**config.mk**
```make
export PLATFORM = sky130hd
export DESIGN_NAME = pvb_ofifo
export DESIGN_NICKNAME = d
export VERILOG_FILES = /design/src/pvb_pkg.sv /design/src/pvb_ofifo.sv
export SDC_FILE = /design/constraint.sdc
export NUM_CORES = 1
export LEC_CHECK = 0
export BUFFER_PORTS_ARGS = -buffer_cell sky130_fd_sc_hd__buf_2
export CAP_MARGIN = 40
export CORE_ASPECT_RATIO = 1.25
export CORE_MARGIN = 1
export CORE_UTILIZATION = 30
export CTS_CLUSTER_SIZE = 16
export DETAILED_ROUTE_END_ITERATION = 7
export PLACE_DENSITY = 0.41
export SETUP_SLACK_MARGIN = 0.05
export SKIP_CTS_REPAIR_TIMING = 1
export SLEW_MARGIN = 30
export SYNTH_ARGS = -nofsm -noshare
export SYNTH_HDL_FRONTEND = slang
export SYNTH_SLANG_ARGS = --single-unit
```
**constraint.sdc**
```tcl
create_clock -name clk -period 8.3 [get_ports clk]
set_input_delay 0.415 -clock clk [delete_from_list [all_inputs] [get_ports clk]]
set_output_delay 0.415 -clock clk [all_outputs]
set_load 0.1 [all_outputs]
```
**src/pvb_pkg.sv**
```systemverilog
// ----------------------------------------------------------------------------
// pvb_pkg: shared types and constants of the point voxel binning histogram
// Grid sizing, counter width, register codes, stage and result structs.
// ----------------------------------------------------------------------------
package pvb_pkg;

  // Grid and counter sizing
  localparam int MAX_DEPTH  = 4;                 // log2 of the largest cells per axis
  localparam int COUNT_BITS = 32;                // width of one cell counter
  localparam int CELL_W     = MAX_DEPTH;         // internal cell coordinate width
  localparam int CIDX_W     = 3 * MAX_DEPTH;     // internal linear index width
  localparam int NUM_CELLS  = 1 << CIDX_W;       // counter memory depth

  // Fixed field widths of the streams
  localparam int DATA_W      = 32;               // position, origin, scale, totals
  localparam int CLASS_W     = 8;
  localparam int COORD_W     = 4;                // cell_x/y/z on the result stream
  localparam int IDX_W       = 12;               // cell_index on the result stream
  localparam int OUT_CNT_W   = 32;               // cell_count on the result stream
  localparam int IN_TDATA_W  = 112;
  localparam int OUT_TDATA_W = 96;

  // Configuration port
  localparam int CFG_IDX_W = 3;
  localparam int DEPTH_W   = 3;                  // grid_depth register width
  localparam logic [DATA_W-1:0]  SCALE_RESET = 32'h0001_0000;
  localparam logic [DEPTH_W-1:0] DEPTH_RESET = 3'd4;

  typedef enum logic [CFG_IDX_W-1:0] {
    CFG_ORIGIN_X   = 3'd0,
    CFG_ORIGIN_Y   = 3'd1,
    CFG_ORIGIN_Z   = 3'd2,
    CFG_CELL_SCALE = 3'd3,
    CFG_GRID_DEPTH = 3'd4
  } cfg_reg_t;

  // Output FIFO, also sets the number of points in flight
  localparam int FIFO_DEPTH = 8;
  localparam int FIFO_PTR_W = $clog2(FIFO_DEPTH);
  localparam int FIFO_CNT_W = $clog2(FIFO_DEPTH + 1);

  typedef struct packed {
    logic [DATA_W-1:0]  origin_x;
    logic [DATA_W-1:0]  origin_y;
    logic [DATA_W-1:0]  origin_z;
    logic [DATA_W-1:0]  cell_scale;
    logic [DEPTH_W-1:0] grid_depth;
  } cfg_t;

  // Binned point leaving the address stage
  typedef struct packed {
    logic [CIDX_W-1:0] idx;
    logic [CELL_W-1:0] cx;
    logic [CELL_W-1:0] cy;
    logic [CELL_W-1:0] cz;
    logic              any_color;
    logic              any_class;
    logic [DATA_W-1:0] total;
  } bin_t;

  // Finished result
  typedef struct packed {
    logic [IDX_W-1:0]     cell_index;
    logic [COORD_W-1:0]   cell_x;
    logic [COORD_W-1:0]   cell_y;
    logic [COORD_W-1:0]   cell_z;
    logic [OUT_CNT_W-1:0] cell_count;
    logic                 any_color;
    logic                 any_class;
    logic [DATA_W-1:0]    total_points;
  } result_t;

endpackage

```
**src/pvb_ofifo.sv**
```systemverilog
// ----------------------------------------------------------------------------
// pvb_ofifo: result FIFO
// Holds finished results until the output side takes them; room is
// guaranteed by the credit count at the top level.
// ----------------------------------------------------------------------------
module pvb_ofifo (
  input  logic             clk,
  input  logic             rst_n,
  input  logic             push,
  input  pvb_pkg::result_t push_data,
  output logic             out_valid,
  input  logic             out_ready,
  output pvb_pkg::result_t out_data
);

  pvb_pkg::result_t               mem_r [pvb_pkg::FIFO_DEPTH];
  logic [pvb_pkg::FIFO_PTR_W-1:0] wr_ptr_r, rd_ptr_r;
  logic [pvb_pkg::FIFO_CNT_W-1:0] cnt_r;
  logic                           pop;

  assign out_valid = (cnt_r != '0);
  assign pop       = out_valid & out_ready;
  assign out_data  = mem_r[rd_ptr_r];

  // pointers and fill level
  always_ff @(posedge clk) begin
    if (!rst_n) begin
      wr_ptr_r <= '0;
      rd_ptr_r <= '0;
      cnt_r    <= '0;
    end else begin
      if (push) begin
        wr_ptr_r <= wr_ptr_r + 1'b1;
      end
      if (pop) begin
        rd_ptr_r <= rd_ptr_r + 1'b1;
      end
      unique case ({push, pop})
        2'b10:   cnt_r <= cnt_r + 1'b1;
        2'b01:   cnt_r <= cnt_r - 1'b1;
        default: cnt_r <= cnt_r;
      endcase
    end
  end

  // storage
  always_ff @(posedge clk) begin
    if (push) begin
      mem_r[wr_ptr_r] <= push_data;
    end
  end

endmodule

```
# Word level (Yosys, flattened, before mapping)

Memory sizes are Yosys's and may differ from the RTL's. A register that Yosys moved wholly into a read port is not among the register bits.
Cells that the tools add are included.
Widths: inputs -> output; s select.

Register bits after elaboration: 10
Memories: 1
Memory bits (writable): 720

Bitwise logic cells: 1
Add/sub/neg operators: 4
Eq/ne operators: 2
Muxes and demuxes: 5
Reduce and logical (&&, ||, !) cells: 2

Memory list:

| name  | depth | bits a word | rd ports | clocked after Yosys merged registers in | wr ports | RTL line        | RTL |
|---|---|---|---|---|---|---|---|
| mem_r | 8     | 90          | 1        | 1                                       | 1        | pvb_ofifo.sv:16 | `pvb_pkg::result_t mem_r [pvb_pkg::FIFO_DEPTH];` |

Operators with widths:

| operator            | number |
|---|---|
| $pmux 4 s2          | 1 |
| $add 3x1->3 const B | 2 |
| $mux 3              | 2 |
| $add 4x1->4 const B | 1 |
| $reduce_bool 4->1   | 1 |
| $sub 4x1->4 const B | 1 |
| $eq 2x1->1 const B  | 1 |
| $eq 2x2->1 const B  | 1 |
| $mux 1              | 2 |
| $reduce_bool 2->1   | 1 |
| $and 1x1->1         | 1 |

# Depth between registers and ports, before layout

Gate-level depths: netlist of run 1.

Depth after elaboration: 4
Depth in mapped cells: 10
Mapped depth without buffers: 10

# Worst setup path before layout of run 1

No wires, ideal clock.

Path type: input to register
From: in push
To: mem mem_r[0][0] (netlist bit), enable pin
Data required time: 7.651 ns
Cell stages on the path: 2
Data arrival time: 6.603 ns
Path buffers: 0
Setup slack: 1.048 ns
Cell sequence: nand2b_1 nor3_1

Word-level cells in the longest chain between the ends: 2

Ends and longest elaborated chain:

| what                         | RTL line        | RTL |
|---|---|---|
| start: declaration           | pvb_ofifo.sv:9  | `input logic push,` |
| $mux 1                       | pvb_ofifo.sv:48 | `if (push) begin` |
| $mux 1 (not written as such) | pvb_ofifo.sv:49 | `mem_r[wr_ptr_r] <= push_data;` |
| end: declaration             | pvb_ofifo.sv:16 |  |

No other way between the ends.

==> impl_metrics.sql, run 1 <==
INSERT INTO impl_metrics (metric_group, metric, value, unit) VALUES
('detailed_routing', 'detailroute.via_count', '12200', ''),
('power_and_ir_drop', 'power_per_cell_area', '314', 'nW/um^2'),
('yosys', 'synth.ff_latch_count', '733', ''),
('timing', 'timing.final.crit_share', '51.9', '%'),
('final_layout', 'design.final.nets', '1465', ''),
('global_route', 'grtUsageTotal', '13.6', '%'),
('critical_path', 'critical_path_required', '7.89', 'ns'),
('detailed_routing', 'drtAntennaViolNets', '0', ''),
('timing', 'fin_tns_setup', '0', 'ns'),
('yosys', 'yosys_warnings', '0', ''),
('critical_path', 'critical_path.max_fanout', '50', ''),
('clocking', 'cts_tree', 'done', ''),
('yosys', 'synth-edff-count', '720', ''),
('clocking', 'worst_setup_hold_path_clk_slew', '0.06', 'ns'),
('place', 'gp_congestion', '0.669', ''),
('final_layout', 'final_cell_mix', 'edfxtp_1 (720), buf_2 (184), mux4_2 (180)', ''),
('yosys', 'synthArstFlopShare', '0', '%'),
('final_layout', 'drive_gt1_share', '43.1', '%'),
('floorplanning', 'floorplan.io_pins', '185', ''),
('clocking', 'cts_num_sinks', '733', ''),
('floorplanning', 'row_count', '124', ''),
('critical_path', 'start_kind', 'flip-flop', ''),
('min_path', 'worst_min_delay_path_class', 'in2reg', ''),
('critical_path', 'worstPathArrival', '3.89', 'ns'),
('clocking', 'clock_tree.root_cell', 'clkbuf_16', ''),
('detailed_routing', 'finalWirelength', '62.3', 'mm'),
('final_layout', 'area_growth_syn_to_layout', '18.9', '%'),
('critical_path', 'critical_path.reg2reg.startpoint', 'wr_ptr_r[0]', ''),
('floorplanning', 'die_h', '341', 'um'),
('clocking', 'clock_insertion_delay_worst_skew', '0.62', 'ns'),
('critical_path', 'timing_worst_setup_path_type', 'reg2out', ''),
('floorplanning', 'floorplan.die_area', '93300', 'sq um'),
('global_route', 'grt_pass1_wl', '91.4', 'mm'),
('timing', 'finalHoldViolCount', '0', ''),
('power_and_ir_drop', 'max-vdd-ir-drop', '0.199', 'mV'),
('place', 'port-buffer-count', '184', ''),
('detailed_routing', 'drcViolationCount', '0', ''),
('global_route', 'grt_antenna_before_repair', '13', ''),
('final_layout', 'mostFrequentLayoutCell', 'edfxtp_1', ''),
('timing', 'worst_pin_slew', '0.850', 'ns'),
('timing', 'max_clock_skew', '0.0199', 'ns'),
('timing', 'timing.final.setup_violations', '0', ''),
('yosys', 'post_synth_inst_count', '1112', ''),
('yosys', 'synth.distinct_cells', '28', ''),
('global_route', 'grt_max_degree', '51', ''),
('timing', 'timing.final.crit_period', '4.31', 'ns'),
('final_layout', 'instances_no_fill', '2626', ''),
('global_route', 'gr-total-overflow', '0', ''),
('floorplanning', 'placeableCoreArea', '91400', 'sq um'),
('floorplanning', 'die_width', '273', 'um'),
('clocking', 'clock_tree.buffer_depth', '3', ''),
('place', 'post-place-cells', '2480', ''),
('run', 'maxCapViolCount', '0', ''),
('timing', 'grt_setup_unrepaired', 'false', ''),
('critical_path', 'critical_path.endpoint_type', 'output port', ''),
('outcome', 'outcome', 'completed', ''),
('place', 'dp.final_hpwl', '35.4', 'mm'),
('yosys', 'synth_area', '27600', 'sq um'),
('yosys', 'synth_nets', '1211', ''),
('global_route', 'grt_pass1_vias', '13400', ''),
('yosys', 'syn_area_per_cell', '24.9', 'sq um'),
('clocking', 'cts_buffers', '80', ''),
('clocking', 'cts.htree.levels', '3', ''),
('detailed_routing', 'routed_via_density', '4.63', ''),
('yosys', 'synth.yosys.seq_area_share', '79.2', '%'),
('min_path', 'min_from', 'push_data[36]', ''),
('yosys', 'postSynth.topFlopCell', 'edfxtp_1', ''),
('power_and_ir_drop', 'report.power.total', '10300', 'uW'),
('detailed_routing', 'avgRoutedWirePerCell', '23.7', 'um'),
('critical_path', 'rrSetupSlack', '5.48', 'ns'),
('timing', 'hold_slack', '0.0617', 'ns'),
('timing', 'slew_violations', '0', ''),
('detailed_routing', 'firstDrtPassIters', '4', ''),
('detailed_routing', 'drt-initial-drc-count', '770', ''),
('timing', 'maxSlewHeadroom', '43.4', '%'),
('power_and_ir_drop', 'p_leak', '0.0103', 'uW'),
('timing', 'clock.fmax', '232', 'MHz'),
('floorplanning', 'floorplan.initialDensity', '30.2', '%');
worst max-delay path: stages (launching register included):
cell	delay, ns
dfxtp_4	0.78
buf_4	0.64
buf_4	0.71
mux4_2	0.41
mux2_2	0.30
buf_2	0.30
flip-flops by register name (all words and copies together) (netlist names), named ones only:
signal    flops
rd_ptr_r      3
wr_ptr_r      3
mem_r       720
cnt_r         4
metrics by stage:
step | setup WS (ns) | util [%] | instance area [sq um]
after global routing | 3.75 | 36.0 | 32900
after floorplan | 1.05 | - | 27600
final | 3.99 | 36.0 | 32900
after detailed placement | 4.50 | 33.2 | 30300
after global placement | 4.51 | 32.9 | 30000
after CTS | 3.80 | 35.9 | 32800
kinds of logic (layout without fill, tap and decap cells):
group / after synthesis / count (layout) / synth area share [%]
other: 0 / 1 / 0
buffers and inverters: 54 / 370 / 1.12
DFF: 733 / 733 / 79.2
xor gates and xnor gates: 7 / 7 / 0.222
and+or+nand+nor: 33 / 33 / 0.620
adders and majority gates: 5 / 5 / 0.226
muxes: 274 / 274 / 18.5
AOI/OAI and AO/OA: 6 / 6 / 0.154
path summary, 6_finish.rpt:
kind | to | depth (start not counted)
setup reg to reg | mem_r[7][89] | 5
setup / recovery | out_data[74] | 5
hold reg to reg | cnt_r[3] | 2
hold / removal | mem_r[4][36] | 1
cell usage after synthesis, types with 3 or more instances:
cell type  count  share of area, %
buf_6         11              0.45
xor2_1         3             0.095
buf_2         19              0.34
dfxtp_1       13              0.94
mux4_2       180                15
nor2_1         6             0.081
nand2_1        7             0.095
clkbuf_1      20              0.27
and2_1         6              0.14
nand2b_1       4             0.091
xnor2_1        4              0.13
ha_1           5              0.23
edfxtp_1     720                78
nor3_1         3             0.054
mux2i_1        3              0.11
mux2_2        91               3.7
power breakdown:
| part | leakage [uW] | switching (uW) | internal [uW] |
|---|---|---|---|
| Sequential | 0.00665 | 67.7 | 4180 |
| Clock | 0.00123 | 1400 | 2030 |
| Combinational | 0.00243 | 1850 | 793 |
| Total | 0.0103 | 3320 | 7000 |
area by class of cell:
class,count,area (sq um)
multi-input cells,325,5500
repair buffers,224,1430
well taps,1197,1500
clock inverters,35,354
flip-flops and latches,733,21900
diodes,1,2.50
fillers,8341,58500
clock buffers,109,2170
inverters,2,7.51
per-layer routing:
metal | up-vias | track usage (%) | part of all wire, %
li1 | 5274 | - | -
met1 | 6522 | 17.0 | 41
met2 | 252 | 23.5 | 52
met3 | 98 | 3.02 | 4.6
met4 | 14 | 3.77 | 1.9
met5 | - | 0 | 0.14
No activity file was read; power rests on OpenSTA's default activity.
==> run 2: changes to the inputs <==
- ABC_AREA: unset -> 1
- PLACE_DENSITY: 0.41 -> 0.43
- clock period: 8.3 -> 3.91 ns (I/O delays scaled with it)
==> impl_metrics.sql, run 2 <==
INSERT INTO impl_metrics (metric_group, metric, value, unit) VALUES
('critical_path', 'critical_path.endpoint_type', 'output port', ''),
('critical_path', 'critical_path.reg2reg.startpoint', 'cnt_r[0]', ''),
('final_layout', 'drive_gt1_share', '14.3', '%'),
('timing', 'timing.final.crit_share', '85.0', '%'),
('critical_path', 'critical_path.reg2reg.endpoint', 'cnt_r[2]', ''),
('detailed_routing', 'firstDrtPassIters', '5', ''),
('final_layout', 'design.final.nets', '2483', ''),
('yosys', 'postSynth.topFlopCell', 'edfxtp_1', ''),
('yosys', 'synth.yosys.seq_area_share', '76.6', '%'),
('final_layout', 'final_cell_mix', 'edfxtp_1 (720), nor2_1 (364), o21ai_0 (289)', ''),
('place', 'gp_congestion', '0.715', ''),
('outcome', 'outcome', 'completed', ''),
('critical_path', 'rrSetupSlack', '1.61', 'ns'),
('min_path', 'worstHoldPathCells', '4', ''),
('timing', 'hold_slack', '0.0372', 'ns'),
('global_route', 'grt_pass1_wl', '110', 'mm'),
('timing', 'timing.final.setup_violations', '0', ''),
('clocking', 'cts_num_sinks', '733', ''),
('yosys', 'synth_nets', '2208', ''),
('timing', 'finalHoldViolCount', '0', ''),
('final_layout', 'layout.cell_area.non_filler', '34400', 'sq um'),
('yosys', 'synth.ff_latch_count', '733', ''),
('final_layout', 'largest-register', 'mem_r', ''),
('detailed_routing', 'detailroute.via_count', '17300', ''),
('floorplanning', 'floorplan.initialDensity', '30.3', '%'),
('power_and_ir_drop', 'power_per_cell_area', '708', 'nW/um^2'),
('place', 'port-buffer-count', '184', ''),
('timing', 'max_clock_skew', '0.0137', 'ns'),
('power_and_ir_drop', 'p_leak', '0.0118', 'uW'),
('floorplanning', 'die_h', '347', 'um'),
('place', 'postPlaceCellArea', '31000', 'sq um'),
('global_route', 'grt_max_degree', '199', ''),
('clocking', 'cts_tree', 'done', ''),
('yosys', 'synth_area', '28600', 'sq um'),
('clocking', 'clock_tree.buffer_depth', '3', ''),
('global_route', 'gr-total-overflow', '0', ''),
('timing', 'clock.fmax', '301', 'MHz'),
('timing', 'fin_tns_setup', '0', 'ns'),
('clocking', 'cts_buffers', '77', ''),
('run', 'maxCapViolCount', '0', ''),
('floorplanning', 'floorplan.die_area', '96500', 'sq um'),
('detailed_routing', 'routed_via_density', '4.74', ''),
('timing', 'grt_setup_unrepaired', 'false', ''),
('floorplanning', 'floorplan.io_pins', '185', ''),
('min_path', 'min_from', 'out_ready', ''),
('yosys', 'syn_area_per_cell', '13.5', 'sq um'),
('yosys', 'netlist_top_cells_count', 'edfxtp_1 (720), nor2_1 (372), o21ai_0 (289)', ''),
('detailed_routing', 'finalWirelength', '73.5', 'mm'),
('clocking', 'cts.htree.levels', '3', ''),
('yosys', 'post_synth_inst_count', '2109', ''),
('clocking', 'clock_insertion_delay_worst_skew', '0.62', 'ns'),
('yosys', 'yosys_warnings', '0', ''),
('detailed_routing', 'drcViolationCount', '0', ''),
('final_layout', 'mostFrequentLayoutCell', 'edfxtp_1', ''),
('timing', 'maxSlewHeadroom', '38.4', '%'),
('floorplanning', 'placeableCoreArea', '94400', 'sq um'),
('global_route', 'grt_pass1_vias', '17200', ''),
('final_layout', 'largest_reg_flops', '720', ''),
('detailed_routing', 'drtAntennaViolNets', '0', ''),
('yosys', 'synth.most_common_cell', 'edfxtp_1', ''),
('yosys', 'synth.top_cells.by_area', 'edfxtp_1 (76%), o21ai_0 (5.1%), nor2_1 (4.9%), nand2_1 (3.8%), mux2i_1 (3.2%)', ''),
('floorplanning', 'die_width', '278', 'um'),
('yosys', 'synth_top_cell_by_area', 'edfxtp_1', ''),
('critical_path', 'critical_path.max_fanout', '104', ''),
('critical_path', 'critical_path_required', '3.71', 'ns'),
('yosys', 'synthArstFlopShare', '0', '%'),
('timing', 'worst_pin_slew', '0.924', 'ns'),
('yosys', 'synth_top_area_share', '75.7', '%'),
('power_and_ir_drop', 'max-vdd-ir-drop', '0.504', 'mV'),
('min_path', 'worst_min_delay_path_class', 'in2reg', ''),
('place', 'dp.final_hpwl', '38.5', 'mm'),
('critical_path', 'start_kind', 'flip-flop', ''),
('yosys', 'synth-edff-count', '720', ''),
('detailed_routing', 'drt-initial-drc-count', '999', ''),
('clocking', 'clock_tree.root_cell', 'clkbuf_16', ''),
('critical_path', 'worstPathArrival', '3.13', 'ns'),
('final_layout', 'post-route-util', '36.4', '%'),
('timing', 'timing.final.crit_period', '3.33', 'ns'),
('yosys', 'synth.distinct_cells', '24', ''),
('clocking', 'worst_setup_hold_path_clk_slew', '0.06', 'ns'),
('critical_path', 'timing_worst_setup_path_type', 'reg2out', ''),
('detailed_routing', 'avgRoutedWirePerCell', '20.1', 'um'),
('critical_path', 'worst_reg_to_reg_path_cell_count', '13', ''),
('floorplanning', 'row_count', '126', ''),
('timing', 'slew_violations', '0', ''),
('final_layout', 'area_growth_syn_to_layout', '20.3', '%'),
('global_route', 'grt_antenna_before_repair', '7', ''),
('final_layout', 'largest_registers', 'mem_r: 720 flops, cnt_r: 4 flops', ''),
('global_route', 'grtUsageTotal', '15.2', '%');
## run 2: cell types whose count changed after synthesis, moves of 90 or more
cell     delta
o22ai_1    +90
mux4_2    -180
mux2_2     -91
o21ai_0   +288
nor2_1    +366
nand2_1   +280
## run 2: per-layer routing
| metal | track usage [%] | wire length [um] |
|---|---|---|
| met5 | 0 | 13 |
| met4 | 4.46 | 1400 |
| met3 | 3.02 | 3020 |
| met2 | 25.8 | 36300 |
| met1 | 19.6 | 32800 |
## run 2: per-stage QoR
step / power, uW / setup slack, ns / std cells
detailed placement: 17600 / 1.29 / 3427
CTS: 24600 / 0.599 / 3561
finish: 24300 / 0.585 / 3661
global route: 25500 / 0.380 / 3660
global placement: 17500 / 1.31 / 3421
floorplan: 15800 / -1.04 / 2109
## run 2: how the worst max path moves through the flow
stage,from,end,cells past startpoint
3_3_place_gp,flip-flop,out_data[26],8
5_1_grt,flip-flop,out_data[26],9
4_1_cts,flip-flop,out_data[26],6
3_5_place_dp,flip-flop,out_data[26],6
2_1_floorplan,wr_ptr_r[0],mem_r[0][0],2
6_report,flip-flop,out_data[26],7
## run 2: worst max-delay path, stage by stage (launching register included)
cell,delay [ns]
dfxtp_4,0.41
buf_12,0.36
buf_16,0.48
o21ai_0,0.18
o22ai_1,0.20
nand2_1,0.08
nand2_1,0.16
buf_2,0.46
## run 2: power breakdown
| group | total (uW) | switching (uW) | internal, uW | leakage (uW) |
|---|---|---|---|---|
| logic | 8400 | 6710 | 1680 | 0.00395 |
| registers | 8970 | 126 | 8850 | 0.00665 |
| clock network | 6960 | 2970 | 4000 | 0.00115 |
## run 2: final cells by class
type                    count  area (sq um)
inverters                  17          73.8
repair buffers            324          2490
clock inverters            39           313
diodes                      6          15.0
flip-flops and latches    733         21900
fillers                  9066         60100
clock buffers              95          2060
well taps                1216          1520
multi-input cells        1231          6010
## run 2: logic make-up after synthesis
family,Yosys count,synth area share [%]
multiplexers,90,3.15
flip-flops,733,76.6
AO/OA/AOI/OAI,469,8.61
AND/OR/NAND/NOR,664,8.75
adder cells (fa/ha/maj),5,0.219
buffers and inverters,145,2.58
XOR/XNOR,3,0.0920
